==> src/hw/rtl/qap_pkg.sv <==
// ----------------------------------------------------------------------------
// qap_pkg
// types, constants and small tables of the quaternion attitude controller
// ----------------------------------------------------------------------------
package qap_pkg;

	localparam int IN_ITEM_W  = 128;
	localparam int OUT_ITEM_W = 72;
	localparam int GAIN_W     = 48;
	localparam int CFG_ADDR_W = 2;
	localparam int FLD_W      = 16;
	localparam int DRV_W      = 24;

	localparam int TAB_LEN = 24;
	localparam int IDX_W   = $clog2(TAB_LEN);
	localparam int Z_W     = 26;
	localparam int CX_W    = 36;
	// euler terms reach +-2^32 with full-scale 16-bit components
	localparam int IN_W    = 34;
	localparam int REM_W   = 57;
	localparam int ROOT_W  = 29;
	localparam int ANG_W   = 18;
	localparam int ERR_W   = 17;

	localparam logic signed [Z_W-1:0]  PI_Q20      = 26'sd3294199;
	localparam logic signed [Z_W-1:0]  HALF_PI_Q20 = 26'sd1647099;
	localparam logic signed [IN_W-1:0] ONE_Q28     = 34'sd268435456;
	localparam logic [REM_W-1:0]       REM_TOP     = {1'b1, {(REM_W-1){1'b0}}};

	// configuration register indexes
	localparam logic [CFG_ADDR_W-1:0] REG_GAINS_ROLL  = 2'd0;
	localparam logic [CFG_ADDR_W-1:0] REG_GAINS_PITCH = 2'd1;
	localparam logic [CFG_ADDR_W-1:0] REG_GAINS_YAW   = 2'd2;

	typedef enum logic [3:0] {
		S_IDLE, S_MUL, S_ACC, S_ROLL_GO, S_ROLL_WT, S_PCHK, S_SQ_WT, S_PITCH_GO,
		S_PITCH_WT, S_YAW_GO, S_YAW_WT, S_PREP, S_PMUL, S_PACC, S_FIN, S_OUT
	} state_t;

	// product sequence: euler terms first, then p, i, d per axis
	typedef enum logic [3:0] {
		OP_WX, OP_YZ, OP_XX, OP_YY, OP_WY, OP_ZX, OP_WZ, OP_XY, OP_YY2, OP_ZZ,
		OP_SPSP, OP_KP, OP_KI, OP_KD
	} op_t;

	// rounded atan(2^-i) in q.20 radians
	function automatic logic [Z_W-1:0] atan_tab(input logic [IDX_W-1:0] idx);
		logic [Z_W-1:0] v;
		unique case (idx)
			5'd0:    v = 26'd823550;
			5'd1:    v = 26'd486170;
			5'd2:    v = 26'd256879;
			5'd3:    v = 26'd130396;
			5'd4:    v = 26'd65451;
			5'd5:    v = 26'd32757;
			5'd6:    v = 26'd16383;
			5'd7:    v = 26'd8192;
			5'd8:    v = 26'd4096;
			5'd9:    v = 26'd2048;
			5'd10:   v = 26'd1024;
			5'd11:   v = 26'd512;
			5'd12:   v = 26'd256;
			5'd13:   v = 26'd128;
			5'd14:   v = 26'd64;
			5'd15:   v = 26'd32;
			5'd16:   v = 26'd16;
			5'd17:   v = 26'd8;
			5'd18:   v = 26'd4;
			5'd19:   v = 26'd2;
			5'd20:   v = 26'd1;
			default: v = '0;
		endcase
		return v;
	endfunction

	// q.20 angle to q.12 with round half up
	function automatic logic signed [ANG_W-1:0] q12_of(input logic signed [Z_W-1:0] z);
		logic signed [Z_W:0] t;
		t = (Z_W+1)'(z) + (Z_W+1)'(128);
		return ANG_W'(t >>> 8);
	endfunction

endpackage

==> src/hw/rtl/qap_isqrt.sv <==
// ----------------------------------------------------------------------------
// qap_isqrt
// bit-pair integer square root, one result bit per cycle
// ----------------------------------------------------------------------------
module qap_isqrt (
	input  logic                              clk,
	input  logic                              arst_n,
	input  logic                              start,
	input  logic [qap_pkg::REM_W-1:0]         n_in,
	output logic                              done,
	output logic [qap_pkg::ROOT_W-1:0]        root
);
	import qap_pkg::*;

	logic [REM_W-1:0] n_q, r_q, b_q;
	logic [REM_W:0]   rb;
	logic             run_q, done_q;

	assign rb = (REM_W+1)'(r_q) + (REM_W+1)'(b_q);

	always_ff @(posedge clk or negedge arst_n) begin
		if (!arst_n) begin
			run_q  <= 1'b0;
			done_q <= 1'b0;
		end else begin
			done_q <= 1'b0;
			if (start) begin
				run_q <= 1'b1;
			end else if (run_q && b_q == REM_W'(1)) begin
				run_q  <= 1'b0;
				done_q <= 1'b1;
			end
		end
	end

	always_ff @(posedge clk) begin
		if (start) begin
			n_q <= n_in;
			r_q <= '0;
			b_q <= REM_TOP;
		end else if (run_q) begin
			if ({1'b0, n_q} >= rb) begin
				n_q <= n_q - REM_W'(rb);
				r_q <= (r_q >> 1) + b_q;
			end else begin
				r_q <= r_q >> 1;
			end
			b_q <= b_q >> 2;
		end
	end

	assign done = done_q;
	assign root = r_q[ROOT_W-1:0];

endmodule

==> config.mk <==
export PLATFORM = sky130hd
export DESIGN_NAME = qap_isqrt
export DESIGN_NICKNAME = d
export VERILOG_FILES = /design/src/hw/rtl/qap_pkg.sv /design/src/hw/rtl/qap_isqrt.sv
export SDC_FILE = /design/constraint.sdc
export NUM_CORES = 1
export LEC_CHECK = 0
export ABC_AREA = 1
export BUFFER_PORTS_ARGS = -buffer_cell sky130_fd_sc_hd__buf_4
export CAP_MARGIN = 5
export CORE_UTILIZATION = 50
export DETAILED_ROUTE_END_ITERATION = 6
export PLACE_DENSITY = 0.74
export SYNTH_ARGS = -nofsm -noshare
export SYNTH_HDL_FRONTEND = slang
export SYNTH_SLANG_ARGS = --single-unit
==> constraint.sdc <==
create_clock -name clk -period 5.3 [get_ports clk]
set_input_delay 0.795 -clock clk [delete_from_list [all_inputs] [get_ports clk]]
set_output_delay 0.795 -clock clk [all_outputs]
set_load 0.1 [all_outputs]
==> impl_results.md <==
- Status: complete, no violations
- Tot GR Track Use: 36.7%
- Static leakage: 8.27 nW
- Clock sink count: 145
- DR WL/cell: 18.9 µm
- First-pass GRT wire length: 95.6 mm
- Clock buffer depth: 2
- Setup Viol. Count Final: 0
- Clock latency on the worst-skew pair: 470 ps
- Layout cells sized above 1: 9.47%
- Vias per cell: 5.73
- Sequential cell fraction of total power: 19.2%
- Clock share of power: 11.5%
- H-tree level count: 4
- Tcrit/Tclk final: 95.1%
- Full die area: 34300 µm²
- Vias in the first global route: 17800
- Crit-path slowest cell: dfxtp_1
- Initial antenna violation count: 1
- Final #Nets: 3006
- RD Place Congestion: 1.04
- Async S/R FF share, synth: 1.38%
- I/O pin cnt: 90
- Mapped cell area: 16800 µm²
- Post-synth top flop: dfxtp_1
- Max VDD drop: 570 µV
- Gate Count Post-Synth: 2774
- First-pass DRT Iterations: 6
- Combinational Power Share: 69.3%
- Initial Utilization: 51.2%
- Slew of the pin with the lowest slew margin: 852 ps
- Largest net degree at the start of global routing: 76
- CTS Buf Count: 17
- Syn Area/Cell: 6.05 µm²
- Via count: 18800
- Max-Cap Viols: 0
- Relative slew margins: 42.6%
- Hold Path Class: input port to asynchronous set/reset pin
- Tot Pwr: 10.7 mW
- Synth warnings: 0
- Count of state elements after synthesis: 145
- Count of input and output buffers: 89
- Cell variety after synth: 56
- Setup Buffers After CTS: 0
- Crit-path most repeated cell: nand2_1
- Die width: 185 µm
- Antenna-violating nets left: 0
- Rows: 66
- Maximum clock frequency: 198 MHz
- P_sw: 5.96 mW
- Routed WL: 62.0 mm
- Final min period: 5040 ps
- Reg2reg start: b_q[22]
- Internal power: 4.78 mW
- Synthesized net count: 2951
- RSZ-0062 raised after global routing: false
- Overflow after GRT: 0
- Multi-input logic area: 11300 µm²
- Slew Limit Fails: 0
- Drc violations: 0
- Sequential cell area fraction in the yosys report: 20.8%
- Layout area overhead: 9.32%
- DR iter-0 viols: 1822
- Setup_tns: 0 ps
- Die height: 185 µm
- Fill cell count: 3432
- Largest stage delay, worst path: 450 ps
- WS Path Type: flop to flop
- Core Area: 32800 µm²
- FF+latch area: 3480 µm²
- # diodes: 0
- Clock transition at path regs: 70 ps
- Worst endpoint data arrival time: 5160 ps
- Worst EP required: 5420 ps
- Hold Fails Final Rpt: 0
- Crit path launch type: flop
- CTS tree: done
- Critical path endpoint category: flop
- Clk root buf: clkbuf_16
- Hpwl dp: 49.5 mm
- PD cells: 586 nW/µm²
- Skew final: 15.0 ps
- Worst Setup SP: b_q[22]
- Switching Fraction: 55.5%
- Post-synth EDFFs: 57
- Worst Path Max Fanout: 57
-- kinds of logic (layout without fill, tap and decap cells) --
logic type / after synthesis / in the layout / share of synthesized area (%)
AOI/OAI and AO/OA: 463 / 463 / 14.9
DFF: 145 / 145 / 20.8
buffers and inverters: 465 / 532 / 11.9
xor gates and xnor gates: 106 / 106 / 5.54
and+or+nand+nor: 1478 / 1478 / 38.1
adders and majority gates: 117 / 117 / 8.77
-- stage by stage --
stage | instance area (µm²) | worst slack (ps) | utilization [%] | cells | hold slack (ps)
after floorplan | 16800 | 90.7 | - | 2774 | 463
final | 18300 | 257 | 55.9 | 3283 | 93.3
after detailed placement | 17800 | 338 | 54.2 | 3252 | 489
after global placement | 17800 | 416 | 54.2 | 3252 | 476
after global routing | 18300 | 35.4 | 55.9 | 3283 | 84.8
after CTS | 18300 | 303 | 55.9 | 3283 | 89.3
-- layer usage --
metal  wire, µm  vias up  GRT usage [%]
li1           -     9147              -
met1      26900     8661           48.2
met2      27600      860           59.1
met3       4580      150           5.07
met4       2910        0           17.7
met5          0        -              0
-- synth_stat cells, drive strengths merged (4+ instances only) --
cell | number | area [µm²]
edfxtp | 57 | 1710
a221oi | 4 | 35.0
xor2 | 64 | 561
nor3 | 28 | 140
nand3b | 9 | 67.6
a21boi | 6 | 48.8
dfxtp | 86 | 1720
xnor2 | 42 | 368
o21ai | 195 | 983
ha | 116 | 1450
buf | 65 | 493
or2 | 30 | 188
a21o | 10 | 75.1
nor2 | 328 | 1280
a31oi | 12 | 75.1
o211ai | 6 | 45.0
clkbuf | 33 | 124
o21bai | 21 | 158
a21oi | 197 | 986
nand2 | 773 | 2930
inv | 366 | 1370
nor4 | 13 | 81.3
nand3 | 252 | 1410
nand4 | 40 | 256
-- sequential cells by signal (all words and copies together), names as in the netlist --
register,flops
done,1
n_q,57
r_q,57
b_q,29
run_q,1
-- cell type report --
cell class,instances,area share (%)
Clock buffer,21,2.52
Clock inverter,10,0.553
Inverter,367,7.52
Multi-Input combinational cell,2164,61.6
Sequential cell,145,19.0
Tap cell,442,3.02
Timing Repair Buffer,134,5.76
-- worst max-delay path: cells and delay by family, from the launching register on --
family,cells,cell delay [ps]
DFF,1,450
adders and majority gates,2,580
AOI/OAI and AO/OA,7,1420
and+or+nand+nor,15,1350
buffers and inverters,3,480
xor gates and xnor gates,1,320
-- timing repair --
action | CTS | global route
gates resized for setup | 0 | 2
setup endpoints to repair | 0 | 59
hold buffers | 0 | 0
-- cells in the final DEF (no fill, tap or decap), drive strengths merged, types with 21 or more instances in the layout --
cell    synthesis  layout
edfxtp         57      57
xnor2          42      42
clkbuf         33      21
or2            30      30
nor2          328     328
a21oi         197     197
nor3           28      28
buf            65     134
nand4          40      40
nand3         252     252
xor2           64      64
ha            116     116
o21bai         21      21
nand2         773     773
dfxtp          86      86
o21ai         195     195
inv           366     370
-- path summary, 6_finish.rpt --
| path | endpoint | slack [ps] | cells past startpoint |
|---|---|---|---|
| min in group clk | r_q[0] | 500 | 2 |
| worst min-delay path | run_q | 90 | 1 |
| worst max-delay path | n_q[5] | 260 | 28 |
| worst max register to register | n_q[5] | 260 | 28 |
| max in group asynchronous | run_q | 5110 | 1 |
| worst min register to register | r_q[0] | 500 | 2 |
-- power groups by stage --
stage | sequential (mW) | clock [mW] | combinational, mW
after global routing | 2.09 | 1.29 | 8.16
after floorplan | 1.95 | 0 | 5.58
final | 2.06 | 1.24 | 7.44
after global placement | 2.05 | 0 | 7.11
after detailed placement | 2.06 | 0 | 7.23
after CTS | 2.04 | 1.24 | 7.28
No activity file was read; power rests on OpenSTA's default activity.
