### src/hw/rtl/qap_pkg.sv
// ----------------------------------------------------------------------------
// qap_pkg
// types, constants and small tables of the quaternion attitude controller
// ----------------------------------------------------------------------------
package qap_pkg;

	localparam int IN_ITEM_W  = 128;
	localparam int OUT_ITEM_W = 72;
	localparam int GAIN_W     = 48;
	localparam int CFG_ADDR_W = 2;
	localparam int FLD_W      = 16;
	localparam int DRV_W      = 24;

	localparam int TAB_LEN = 24;
	localparam int IDX_W   = $clog2(TAB_LEN);
	localparam int Z_W     = 26;
	localparam int CX_W    = 36;
	// euler terms reach +-2^32 with full-scale 16-bit components
	localparam int IN_W    = 34;
	localparam int REM_W   = 57;
	localparam int ROOT_W  = 29;
	localparam int ANG_W   = 18;
	localparam int ERR_W   = 17;

	localparam logic signed [Z_W-1:0]  PI_Q20      = 26'sd3294199;
	localparam logic signed [Z_W-1:0]  HALF_PI_Q20 = 26'sd1647099;
	localparam logic signed [IN_W-1:0] ONE_Q28     = 34'sd268435456;
	localparam logic [REM_W-1:0]       REM_TOP     = {1'b1, {(REM_W-1){1'b0}}};

	// configuration register indexes
	localparam logic [CFG_ADDR_W-1:0] REG_GAINS_ROLL  = 2'd0;
	localparam logic [CFG_ADDR_W-1:0] REG_GAINS_PITCH = 2'd1;
	localparam logic [CFG_ADDR_W-1:0] REG_GAINS_YAW   = 2'd2;

	typedef enum logic [3:0] {
		S_IDLE, S_MUL, S_ACC, S_ROLL_GO, S_ROLL_WT, S_PCHK, S_SQ_WT, S_PITCH_GO,
		S_PITCH_WT, S_YAW_GO, S_YAW_WT, S_PREP, S_PMUL, S_PACC, S_FIN, S_OUT
	} state_t;

	// product sequence: euler terms first, then p, i, d per axis
	typedef enum logic [3:0] {
		OP_WX, OP_YZ, OP_XX, OP_YY, OP_WY, OP_ZX, OP_WZ, OP_XY, OP_YY2, OP_ZZ,
		OP_SPSP, OP_KP, OP_KI, OP_KD
	} op_t;

	// rounded atan(2^-i) in q.20 radians
	function automatic logic [Z_W-1:0] atan_tab(input logic [IDX_W-1:0] idx);
		logic [Z_W-1:0] v;
		unique case (idx)
			5'd0:    v = 26'd823550;
			5'd1:    v = 26'd486170;
			5'd2:    v = 26'd256879;
			5'd3:    v = 26'd130396;
			5'd4:    v = 26'd65451;
			5'd5:    v = 26'd32757;
			5'd6:    v = 26'd16383;
			5'd7:    v = 26'd8192;
			5'd8:    v = 26'd4096;
			5'd9:    v = 26'd2048;
			5'd10:   v = 26'd1024;
			5'd11:   v = 26'd512;
			5'd12:   v = 26'd256;
			5'd13:   v = 26'd128;
			5'd14:   v = 26'd64;
			5'd15:   v = 26'd32;
			5'd16:   v = 26'd16;
			5'd17:   v = 26'd8;
			5'd18:   v = 26'd4;
			5'd19:   v = 26'd2;
			5'd20:   v = 26'd1;
			default: v = '0;
		endcase
		return v;
	endfunction

	// q.20 angle to q.12 with round half up
	function automatic logic signed [ANG_W-1:0] q12_of(input logic signed [Z_W-1:0] z);
		logic signed [Z_W:0] t;
		t = (Z_W+1)'(z) + (Z_W+1)'(128);
		return ANG_W'(t >>> 8);
	endfunction

endpackage

### src/hw/rtl/qap_cordic.sv
// ----------------------------------------------------------------------------
// qap_cordic
// iterative cordic vectoring core, one micro-rotation per cycle, gives atan2
// ----------------------------------------------------------------------------
module qap_cordic #(
	parameter int STEPS = 16
) (
	input  logic                            clk,
	input  logic                            arst_n,
	input  logic                            start,
	input  logic signed [qap_pkg::IN_W-1:0] y_in,
	input  logic signed [qap_pkg::IN_W-1:0] x_in,
	output logic                            done,
	output logic signed [qap_pkg::Z_W-1:0]  z_out
);
	import qap_pkg::*;

	localparam logic [IDX_W-1:0] LAST = IDX_W'(STEPS - 1);

	logic signed [CX_W-1:0] x_q, y_q, dx, dy;
	logic signed [Z_W-1:0]  z_q, tab;
	logic [IDX_W-1:0]       i_q;
	logic                   run_q, done_q, zero_q;

	assign dx  = y_q >>> i_q;
	assign dy  = x_q >>> i_q;
	assign tab = $signed(atan_tab(i_q));

	always_ff @(posedge clk or negedge arst_n) begin
		if (!arst_n) begin
			run_q  <= 1'b0;
			done_q <= 1'b0;
			i_q    <= '0;
		end else begin
			done_q <= 1'b0;
			if (start) begin
				run_q <= 1'b1;
				i_q   <= '0;
			end else if (run_q) begin
				i_q <= i_q + 1'b1;
				if (i_q == LAST) begin
					run_q  <= 1'b0;
					done_q <= 1'b1;
				end
			end
		end
	end

	always_ff @(posedge clk) begin
		if (start) begin
			zero_q <= (x_in == 0) && (y_in == 0);
			// left half plane: rotate by pi first
			if (x_in < 0) begin
				x_q <= -CX_W'(x_in);
				y_q <= -CX_W'(y_in);
				z_q <= (y_in >= 0) ? PI_Q20 : -PI_Q20;
			end else begin
				x_q <= CX_W'(x_in);
				y_q <= CX_W'(y_in);
				z_q <= '0;
			end
		end else if (run_q) begin
			if (y_q > 0) begin
				x_q <= x_q + dx;
				y_q <= y_q - dy;
				z_q <= z_q + tab;
			end else begin
				x_q <= x_q - dx;
				y_q <= y_q + dy;
				z_q <= z_q - tab;
			end
		end
	end

	assign done  = done_q;
	assign z_out = zero_q ? '0 : z_q;

endmodule

### config.mk
export PLATFORM = sky130hd
export DESIGN_NAME = qap_cordic
export DESIGN_NICKNAME = d
export VERILOG_FILES = /design/src/hw/rtl/qap_pkg.sv /design/src/hw/rtl/qap_cordic.sv
export SDC_FILE = /design/constraint.sdc
export NUM_CORES = 1
export LEC_CHECK = 0
export ABC_CLOCK_PERIOD_IN_PS = 7050
export BUFFER_PORTS_ARGS = -buffer_cell sky130_fd_sc_hd__clkbuf_2
export CELL_PAD_IN_SITES_DETAIL_PLACEMENT = 0
export CELL_PAD_IN_SITES_GLOBAL_PLACEMENT = 1
export CORE_ASPECT_RATIO = 0.6
export CORE_MARGIN = 5
export CORE_UTILIZATION = 25
export CTS_CLUSTER_DIAMETER = 40
export DETAILED_ROUTE_END_ITERATION = 10
export GPL_TIMING_DRIVEN = 0
export PLACE_DENSITY_LB_ADDON = 0.1
export SETUP_SLACK_MARGIN = 0.02
export SLEW_MARGIN = 40
export SYNTH_ARGS = -nofsm -noshare
export SYNTH_HDL_FRONTEND = slang
export SYNTH_SLANG_ARGS = --single-unit
### constraint.sdc
create_clock -name clk -period 7.05 [get_ports clk]
set_input_delay 2.115 -clock clk [delete_from_list [all_inputs] [get_ports clk]]
set_output_delay 2.115 -clock clk [all_outputs]
set_load 0.01 [all_outputs]
==> results.ini, run 1 <==
[power]
clock_power_share_pct = 4.5
leakagePower_uw = 0.008077
p_int_uw = 5822
comb_power_share_pct = 81.1
power_uw = 13550
power.density_nw_per_um2 = 645.8
p_sw_share_pct = 57.04
pwr-share-seq_pct = 14.4
vdd_drop_max_mv = 0.1736
power_switching_uw = 7730

[drt]
vias_per_cell = 6.055
dr.pass1.iters = 6
antenna_left = 0
vias = 19510
drcViolationCount = 0
drtIter0Drc = 2552
finalWirelength_um = 115000
wire_per_inst_um = 35.68

[die]
die-height_um = 216.5
die_w_um = 354.1
rows = 75
initial_core_util_pct = 25.34
die-area_um2 = 76660
ios = 98
core_area_um2 = 70100

[clocking]
root_buffer = clkbuf_16
clkSinkCount = 106
htreeDepth = 3
cts_tree = built
clk_path_buf_depth = 2
insertion_delay_ns = 0.46
path_clk_slew_ns = 0.09
cts_buffers = 9
cts_hold_buf = 0

[finish]
area_delta_synth_final_pct = 18.12
layoutNonFillerInstCount = 3222
nets = 2471
drive_above_1_share_pct = 20.42
final_util_pct = 29.93

[yosys]
syn_nets = 2335
synthAdderAreaFrac_pct = 8.086
muxShareOfSynthArea_pct = 16.07
ys_types = 89
synth_compound_area_share_pct = 24.26
synth.ff_latch_count = 106
synth_xor_area_share_pct = 10.70
synth.top_cell.area_share_pct = 16.73
yosys_warnings = 0
ys.flop_type = edfxtp_1
synth_cells = 2151
syn_avg_cell_area_um2 = 8.259
synth_top_area_cell = edfxtp_1
netlist_area_um2 = 17760
synthTopCellsByArea = edfxtp_1 (17%), mux4_2 (8.9%), ha_1 (7.7%)
async_reset_ff_share_pct = 6.604
synth_top_family_by_area = compound AO/OA/AOI/OAI gates
synthSimpleGateAreaFrac_pct = 18.74
seq_area_frac_synth_pct = 17.72
synth_edf_count = 99

[placement]
dp.cells = 3186
gp_congestion = 1.038
place_hpwl_um = 94810
portBuffers = 96

[setup_path]
startpoint_type = flip-flop
cp_max_fo = 10
crit_type = reg -> reg
critPathRequiredTime_ns = 7.26
reg2reg_slack_ns = 0.14
arrival_ns = 7.12
end_kind = flip-flop

[sta]
fin_crit_ns = 6.908
layout_worst_path_cycle_share_pct = 97.99
slew_violations = 0
max_freq_mhz = 144.8
finalSetupViolCount = 0
final_hold_viol_count = 0
worst_slew_pin_slew_ns = 1.026
rsz0062_at_grt = true
clock_skew_ns = 0.01626
relSlewSlack_pct = 31.61

[min_path]
hp-class = reg -> reg

[grt]
antenna_found_initial = 8
grt_use_total_pct = 29.18
grt_pass1_wl_um = 155500
grt_pass1_vias = 17940
grt_overflow_total = 0
grt_max_degree = 34

[job]
cap_viol_max_count = 0

[outcome]
outcome = completed

timing repair:
| action | in CTS | in global routing |
|---|---|---|
| resized for setup | 89 | 94 |
| pin swaps | 9 | 10 |
| setup endpoints to repair | 54 | 34 |
| setup buffers | 4 | 10 |
layout by cell type (no fill, tap or decap), types with 16 or more instances in the layout:
master	n
inv_1	55
or3_1	24
a21oi_1	150
nor2_1	159
nand2_1	187
o211ai_1	21
a211oi_1	21
nor3_1	42
mux4_2	70
o22ai_1	24
xnor2_1	135
nand4_1	17
nor2b_1	43
ha_1	108
o31ai_1	30
clkbuf_1	24
and2_1	26
mux2_2	34
o21ai_0	169
buf_4	21
nand2b_1	25
o21a_1	25
nand3_1	44
xor2_1	72
edfxtp_1	99
a21o_1	38
buf_2	23
a31oi_1	16
or2_2	18
mux2i_1	71
clkbuf_2	133
synth_stat cells (12+ instances only):
| master | count |
|---|---|
| a211oi_1 | 28 |
| or2_2 | 18 |
| xnor2_1 | 137 |
| nand3_1 | 45 |
| a21oi_1 | 154 |
| a221oi_1 | 15 |
| o41ai_1 | 14 |
| or3_1 | 24 |
| nand2b_1 | 25 |
| inv_1 | 55 |
| nor4_1 | 16 |
| buf_1 | 19 |
| a22oi_1 | 12 |
| nand2_1 | 190 |
| o211ai_1 | 21 |
| ha_1 | 110 |
| buf_2 | 27 |
| a31oi_1 | 18 |
| edfxtp_1 | 99 |
| and2_1 | 26 |
| nor2_1 | 166 |
| o22ai_1 | 25 |
| mux2_2 | 34 |
| a21o_1 | 38 |
| mux2i_1 | 83 |
| or4_1 | 12 |
| nor3_1 | 49 |
| xor2_1 | 80 |
| clkbuf_1 | 64 |
| o21ai_0 | 176 |
| nor2b_1 | 46 |
| mux4_2 | 70 |
| o31ai_1 | 35 |
| nand4_1 | 17 |
| o21a_1 | 25 |
cells by family (layout without fill, tap and decap cells):
group           after synthesis  after routing
simple gates                675            675
compound gates              667            667
xor+xnor                    217            217
mux                         192            192
buf+inv                     181            322
fa+ha+maj                   113            113
flops                       106            106
other cells                   0              6
power by group through the flow:
| stage | clock network, µW | registers, µW | logic, µW |
|---|---|---|---|
| 2_1_floorplan | 0 | 1460 | 7220 |
| 6_report | 615 | 1950 | 11000 |
| 5_1_grt | 648 | 1940 | 11900 |
| 3_3_place_gp | 0 | 1930 | 10200 |
| 4_1_cts | 643 | 1900 | 10500 |
| 3_5_place_dp | 0 | 1910 | 10100 |
worst paths after layout:
kind | start | end | cells after the start
setup / recovery | i_q[0] | y_q[35] | 23
hold / removal | y_q[0] | y_q[0] | 2
setup reg to reg | i_q[0] | y_q[35] | 23
hold reg to reg | y_q[0] | y_q[0] | 2
max in group asynchronous | arst_n | i_q[1] | 1
min in group asynchronous | arst_n | i_q[3] | 1
registers in the layout, indices dropped and copies added, names as in the netlist:
signal	count
done	1
zero_q	1
run_q	1
z_q	26
y_q	36
x_q	36
i_q	5
worst max-delay path: stages (launching register included):
cell and delay, ns:
dfrtp_2 0.44, buf_12 0.19, buf_12 0.18, mux2i_1 0.74, mux4_2 0.50, nor2_1 0.07
a221o_1 0.45, nand4bb_1 0.29, or4_4 0.57, or4b_4 0.58, nor3_2 0.22, nor2_1 0.11
xnor2_2 0.34, ha_1 0.36, inv_1 0.07, o21ai_0 0.09, a21o_1 0.22, a21oi_1 0.20
o21a_1 0.18, o31ai_4 0.11, o31ai_4 0.27, and3_1 0.20, o21ai_1 0.09, o311a_1 0.17
metrics by stage:
stage | setup WS, ns | hold slack (ns) | cell area, µm² | TNS (ns)
6_report | 0.1417 | 0.7967 | 20980 | 0
3_3_place_gp | -3.150 | 0.7616 | 19400 | -358.75
2_1_floorplan | 0.7988 | 0.6941 | 17760 | 0
4_1_cts | -0.01281 | 0.7887 | 20500 | -0.01281
5_1_grt | 0.004337 | 0.8080 | 20970 | 0
3_5_place_dp | -1.722 | 0.7738 | 19830 | -33.84
layer usage:
| layer | track usage (%) | share of wire, % |
|---|---|---|
| met1 | 48.03 | 53 |
| met2 | 34.94 | 34 |
| met3 | 9.992 | 11 |
| met4 | 4.815 | 1.6 |
| met5 | 1.812 | 0.17 |
final cells by class:
type	instances	area [µm²]
tap	924	1156
multi-input combinational	1864	14440
timing repair buffer	125	852.1
inverter	58	222.7
clock buffer	11	232.7
antenna	6	15.01
fill	7578	49110
buffer	123	855.8
clock inverter	5	61.31
sequential	106	3151
Note: power is estimated with default switching activity, not from simulation.
==> inputs of run 2 (changes only) <==
--- a/config.mk
+++ b/config.mk
@@ -15,7 +15,7 @@
 export CTS_CLUSTER_DIAMETER = 40
 export DETAILED_ROUTE_END_ITERATION = 10
 export GPL_TIMING_DRIVEN = 0
-export PLACE_DENSITY_LB_ADDON = 0.1
+export PLACE_DENSITY = 0.49
 export SETUP_SLACK_MARGIN = 0.02
 export SLEW_MARGIN = 40
 export SYNTH_ARGS = -nofsm -noshare
==> run 2 against run 1 <==
  * Power up 1.0%
  * Design area up 0.40%
  * First-iteration DRC count down 3.8%
  * Die area unchanged
  * Cell count up 0.19%
==> results.ini, run 2 (synthesized netlist as in run 1, its figures left out) <==
[min_path]
holdPathStages = 2
hp-class = reg -> reg
hold_path_end = y_q[0]
hp-start = y_q[0]

[finish]
drive_above_1_share_pct = 21.44
layout.cells.most_common = nand2_1
layout_common_cells = nand2_1 (189), o21ai_0 (167), nor2_1 (157), a21oi_1 (146), xnor2_1 (135)
nets = 2478
area_delta_synth_final_pct = 18.59
stdcell_area_um2 = 21070
reg_top3 = x_q (36), y_q (36), z_q (26)

[die]
rows = 75
initial_core_util_pct = 25.34
die_w_um = 354.1
core_area_um2 = 70100
die-area_um2 = 76660
die-height_um = 216.5
ios = 98

[clocking]
path_clk_slew_ns = 0.10
root_buffer = clkbuf_16
insertion_delay_ns = 0.43
clk_path_buf_depth = 2
htreeDepth = 3
cts_buffers = 9
clkSinkCount = 106
cts_tree = built

[drt]
drtIter0Drc = 2455
drcViolationCount = 0
antenna_left = 0
dr.pass1.iters = 5
wire_per_inst_um = 35.25
vias = 19570
vias_per_cell = 6.061
finalWirelength_um = 113800

[sta]
layout_worst_path_cycle_share_pct = 98.53
finalSetupViolCount = 0
worst_slew_pin_slew_ns = 0.9185
slew_violations = 0
clock_skew_ns = 0.02335
max_freq_mhz = 144.0
whs_ns = 0.7990
relSlewSlack_pct = 38.39
final_hold_viol_count = 0
fin_crit_ns = 6.946

[grt]
grt_max_degree = 36
grt_pass1_vias = 18040
grt_pass1_wl_um = 153400
grt_use_total_pct = 28.71
antenna_found_initial = 18
grt_overflow_total = 0

[setup_path]
rr_worst_depth = 23
reg2reg_slack_ns = 0.10
startpoint_type = flip-flop
cp_max_fo = 10
arrival_ns = 7.13
critPathRequiredTime_ns = 7.23
r2r_end = y_q[35]
crit_type = reg -> reg
timing.rr.start = i_q[3]
end_kind = flip-flop

[placement]
post_dp_cell_area_um2 = 19730
portBuffers = 96
gp_congestion = 1.028
place_hpwl_um = 93230

[outcome]
outcome = completed

[power]
vdd_drop_max_mv = 0.1947
power.density_nw_per_um2 = 649.9
leakagePower_uw = 0.008114

[job]
cap_viol_max_count = 0

## run 2: cell count changes in the layout (fill, tap and decap cells not counted), sizes merged
cell and change:
buf +9, clkbuf -3, clkinv +2, bufinv -1
clkdlybuf4s15 -1, clkinvlp +1, diode -1
## run 2: stage by stage
| step | instances | TNS (ns) | power (µW) | util (%) | worst slack (ns) |
|---|---|---|---|---|---|
| 5_1_grt | 3223 | -0.01300 | 14580 | 30.04 | -0.01198 |
| 4_1_cts | 3207 | 0 | 13010 | 29.25 | 0.02110 |
| 6_report | 3228 | 0 | 13690 | 30.05 | 0.1037 |
| 3_5_place_dp | 3181 | -31.18 | 12050 | 28.14 | -1.561 |
| 3_3_place_gp | 3171 | -352.14 | 12090 | 27.68 | -3.277 |
| 2_1_floorplan | 2151 | 0 | 8678 | - | 0.7988 |
## run 2: worst max path at each step
stage                        from      end  cells past startpoint
after floorplan            i_q[0]  x_q[35]                     24
after global placement    y_q[34]  x_q[33]                     20
after detailed placement   i_q[1]  x_q[35]                     26
after CTS                  i_q[0]  y_q[35]                     26
after global routing       i_q[3]  x_q[35]                     23
final                      i_q[3]  y_q[35]                     23
## run 2: layout make-up
class,instances,area (µm²)
multi-input combinational,1864,14550
buffer,120,814.5
clock inverter,7,51.30
antenna,5,12.51
fill,7513,49030
inverter,58,220.2
clock buffer,9,225.2
timing repair buffer,135,883.3
sequential,106,3151
tap,924,1156
## run 2: routing by layer
layer	GRT usage, %	wire length, µm	vias up
met5	0	38	-
met4	5.070	1981	6
met3	9.941	14420	97
met2	34.49	39250	1156
met1	47.13	58100	9864
li1	-	-	8443
## run 2: worst max-delay path, cell delays in order, from the launching register on
cell	delay, ns
dfrtp_1	0.32
buf_2	0.25
buf_2	0.44
mux4_2	0.49
mux2_2	0.36
mux2i_1	0.55
a221o_1	0.27
nand3_1	0.16
or4_4	0.61
or4b_4	0.61
nor3_4	0.19
nor2_1	0.10
xnor2_2	0.47
ha_4	0.30
inv_1	0.05
o21ai_0	0.09
a21o_1	0.21
a21oi_1	0.18
o21a_1	0.18
o31ai_4	0.10
o31ai_4	0.29
and3_1	0.21
o21ai_2	0.08
o311a_1	0.18
## run 2: what timing repair did
action	in CTS	in global routing
hold buffers	0	0
setup buffers	11	18
gates resized for setup	103	84
endpoints found under the hold margin	0	0
pin swaps	10	15
setup endpoints to repair	50	29
## run 2: power by group
group	total [µW]	switching, µW	leakage [µW]	internal (µW)
logic	11200	6840	0.00682	4390
registers	1890	683	0.00116	1200
clock network	574	330	0.000138	244
==> inputs of run 3 (changes only) <==
--- a/config.mk
+++ b/config.mk
@@ -6,7 +6,7 @@
 export NUM_CORES = 1
 export LEC_CHECK = 0
 export ABC_CLOCK_PERIOD_IN_PS = 7050
-export BUFFER_PORTS_ARGS = -buffer_cell sky130_fd_sc_hd__clkbuf_2
+export BUFFER_PORTS_ARGS = -buffer_cell sky130_fd_sc_hd__buf_2
 export CELL_PAD_IN_SITES_DETAIL_PLACEMENT = 0
 export CELL_PAD_IN_SITES_GLOBAL_PLACEMENT = 1
 export CORE_ASPECT_RATIO = 0.6
==> run 3 against run 2 <==
  * Fmax grew 0.58%
  * Combinational power is essentially flat
  * Count of clock-buffer cells in the layout is the same
  * Non-clock buffer count grew 5
  * Clock skew shrank 0.00099 ns
  * Design area shrank 0.18%
  * Critical path depth is the same
  * Largest power group unchanged
==> results.ini, run 3 (synthesized netlist as in run 1, its figures left out) <==
[outcome]
outcome = completed

[setup_path]
cp_num_buf_inv = 3
critical_path.cell_chain = buf_12 > buf_12 > mux2_2 > mux2i_1 > o21ai_0 > or3_1 > nand4bb_1 > or4_4 > or4b_4 > nor3_2 > nor2_1 > xnor2_2 > ha_1 > inv_1 > o21ai_0 > a21o_1 > a21oi_1 > o21a_1 > o31ai_4 > o31ai_4 > and3_1 > o21ai_2 > o311a_1
cp_max_fo = 10
slowest_stage = mux2i_1
max_stage_delay_ns = 0.64
end_kind = flip-flop
arrival_ns = 7.09
startpoint_type = flip-flop
critPathRequiredTime_ns = 7.24
crit_type = reg -> reg
path_delay_family = simple AND/OR/NAND/NOR gates

[sta]
rsz0062_at_grt = false
final_hold_viol_count = 0
fin_crit_ns = 6.906
clock_skew_ns = 0.02235
finalSetupViolCount = 0
max_freq_mhz = 144.8
relSlewSlack_pct = 36.69
setup_slack_ns = 0.1438
slew_violations = 0
final.setup.tns_ns = 0
layout_worst_path_cycle_share_pct = 97.96
worst_slew_pin_slew_ns = 0.9477

[finish]
drive_above_1_share_pct = 20.89
stdcell_area_um2 = 21030
seq_area_um2 = 3149
reg_top3 = x_q (36), y_q (36), z_q (26)
nets = 2483
multiInputGateArea_um2 = 14430
layout.cells.most_common = nand2_1
area_delta_synth_final_pct = 18.38
fillers = 7537
layoutNonFillerInstCount = 3230
layout_common_cells = nand2_1 (187), o21ai_0 (169), nor2_1 (159), a21oi_1 (147), xnor2_1 (135)

[drt]
dr.pass1.iters = 5
drtIter0Drc = 2641
drcViolationCount = 0
vias = 19610
wire_per_inst_um = 34.41
vias_per_cell = 6.070
finalWirelength_um = 111200
antenna_left = 0

[power]
vdd_drop_max_mv = 0.1863
leakagePower_uw = 0.008118
power.density_nw_per_um2 = 649.4

[die]
die-height_um = 216.5
die_w_um = 354.1
die-area_um2 = 76660
initial_core_util_pct = 25.34
rows = 75
ios = 98
core_area_um2 = 70100

[clocking]
cts_buffers = 9
path_clk_slew_ns = 0.10
cts_tree = built
root_buffer = clkbuf_16
clkSinkCount = 106
htreeDepth = 3
insertion_delay_ns = 0.43
clk_path_buf_depth = 2

[placement]
post_dp_cell_area_um2 = 19760
gp_congestion = 1.074
place_hpwl_um = 91280
dp_slack_ns = -1.772
dp.cells = 3184
portBuffers = 96

[grt]
grt_pass1_wl_um = 150700
grt_use_total_pct = 27.94
antenna_found_initial = 7
grt_pass1_vias = 17860
grt_max_degree = 35
grt_overflow_total = 0

[min_path]
hp-class = reg -> reg

[job]
cap_viol_max_count = 0

-- run 3: cell type report --
class	instances	share of cell area [%]
inverters	58	1.059
clock inverters	6	0.5414
repair buffers	138	4.308
well taps	924	5.498
plain buffers	122	3.885
diodes	3	0.03570
multi-input cells	1864	68.63
clock buffers	9	1.071
flip-flops and latches	106	14.98
-- run 3: report_power, final --
group | total [µW] | switching, µW | internal (µW)
logic | 11200 | 6780 | 4380
registers | 1830 | 630 | 1200
clock network | 662 | 313 | 349
-- run 3: per-stage QoR --
stage / hold slack (ns) / utilization, % / power (µW)
2_1_floorplan: 0.6941 / - / 8678
3_3_place_gp: 0.7312 / 27.68 / 12050
3_5_place_dp: 0.7494 / 28.19 / 12010
4_1_cts: 0.7633 / 29.32 / 13030
5_1_grt: 0.7925 / 29.99 / 14510
6_report: 0.7688 / 30.00 / 13660
-- run 3: worst register-to-register path, cell delays in order (launching register included) --
cell,delay (ns)
dfrtp_2,0.44
buf_12,0.20
buf_12,0.21
mux2_2,0.40
mux2i_1,0.64
o21ai_0,0.14
or3_1,0.48
nand4bb_1,0.27
or4_4,0.56
or4b_4,0.60
nor3_2,0.23
nor2_1,0.11
xnor2_2,0.39
ha_1,0.38
inv_1,0.07
o21ai_0,0.08
a21o_1,0.22
a21oi_1,0.19
o21a_1,0.18
o31ai_4,0.10
o31ai_4,0.30
and3_1,0.21
o21ai_2,0.10
o311a_1,0.19
-- run 3: worst paths after layout --
path / from / endpoint / slack, ns / cells past startpoint
max: i_q[0] / y_q[35] / 0.14 / 23
min: y_q[0] / y_q[0] / 0.77 / 2
max reg2reg: i_q[0] / y_q[35] / 0.14 / 23
min reg2reg: y_q[0] / y_q[0] / 0.77 / 2
max in group asynchronous: arst_n / i_q[0] / 5.39 / 1
min in group asynchronous: arst_n / i_q[3] / 1.50 / 1
-- run 3: per-layer routing --
metal  GRT usage, %  share of wire (%)  up-vias
met3          10.72                 12       88
met1          45.08                 51     9915
li1               -                  -     8472
met4          4.144                1.4        8
met5              0              0.046        -
met2          34.14                 35     1122
-- run 3: timing repair --
| action | 4_1_cts | 5_1_grt |
|---|---|---|
| buffers inserted | 11 | 17 |
| hold endpoints to repair | 0 | 0 |
| endpoints found under the setup margin | 52 | 31 |
| hold buffers | 0 | 0 |
| pin swaps | 10 | 15 |
| gates resized for setup | 89 | 84 |
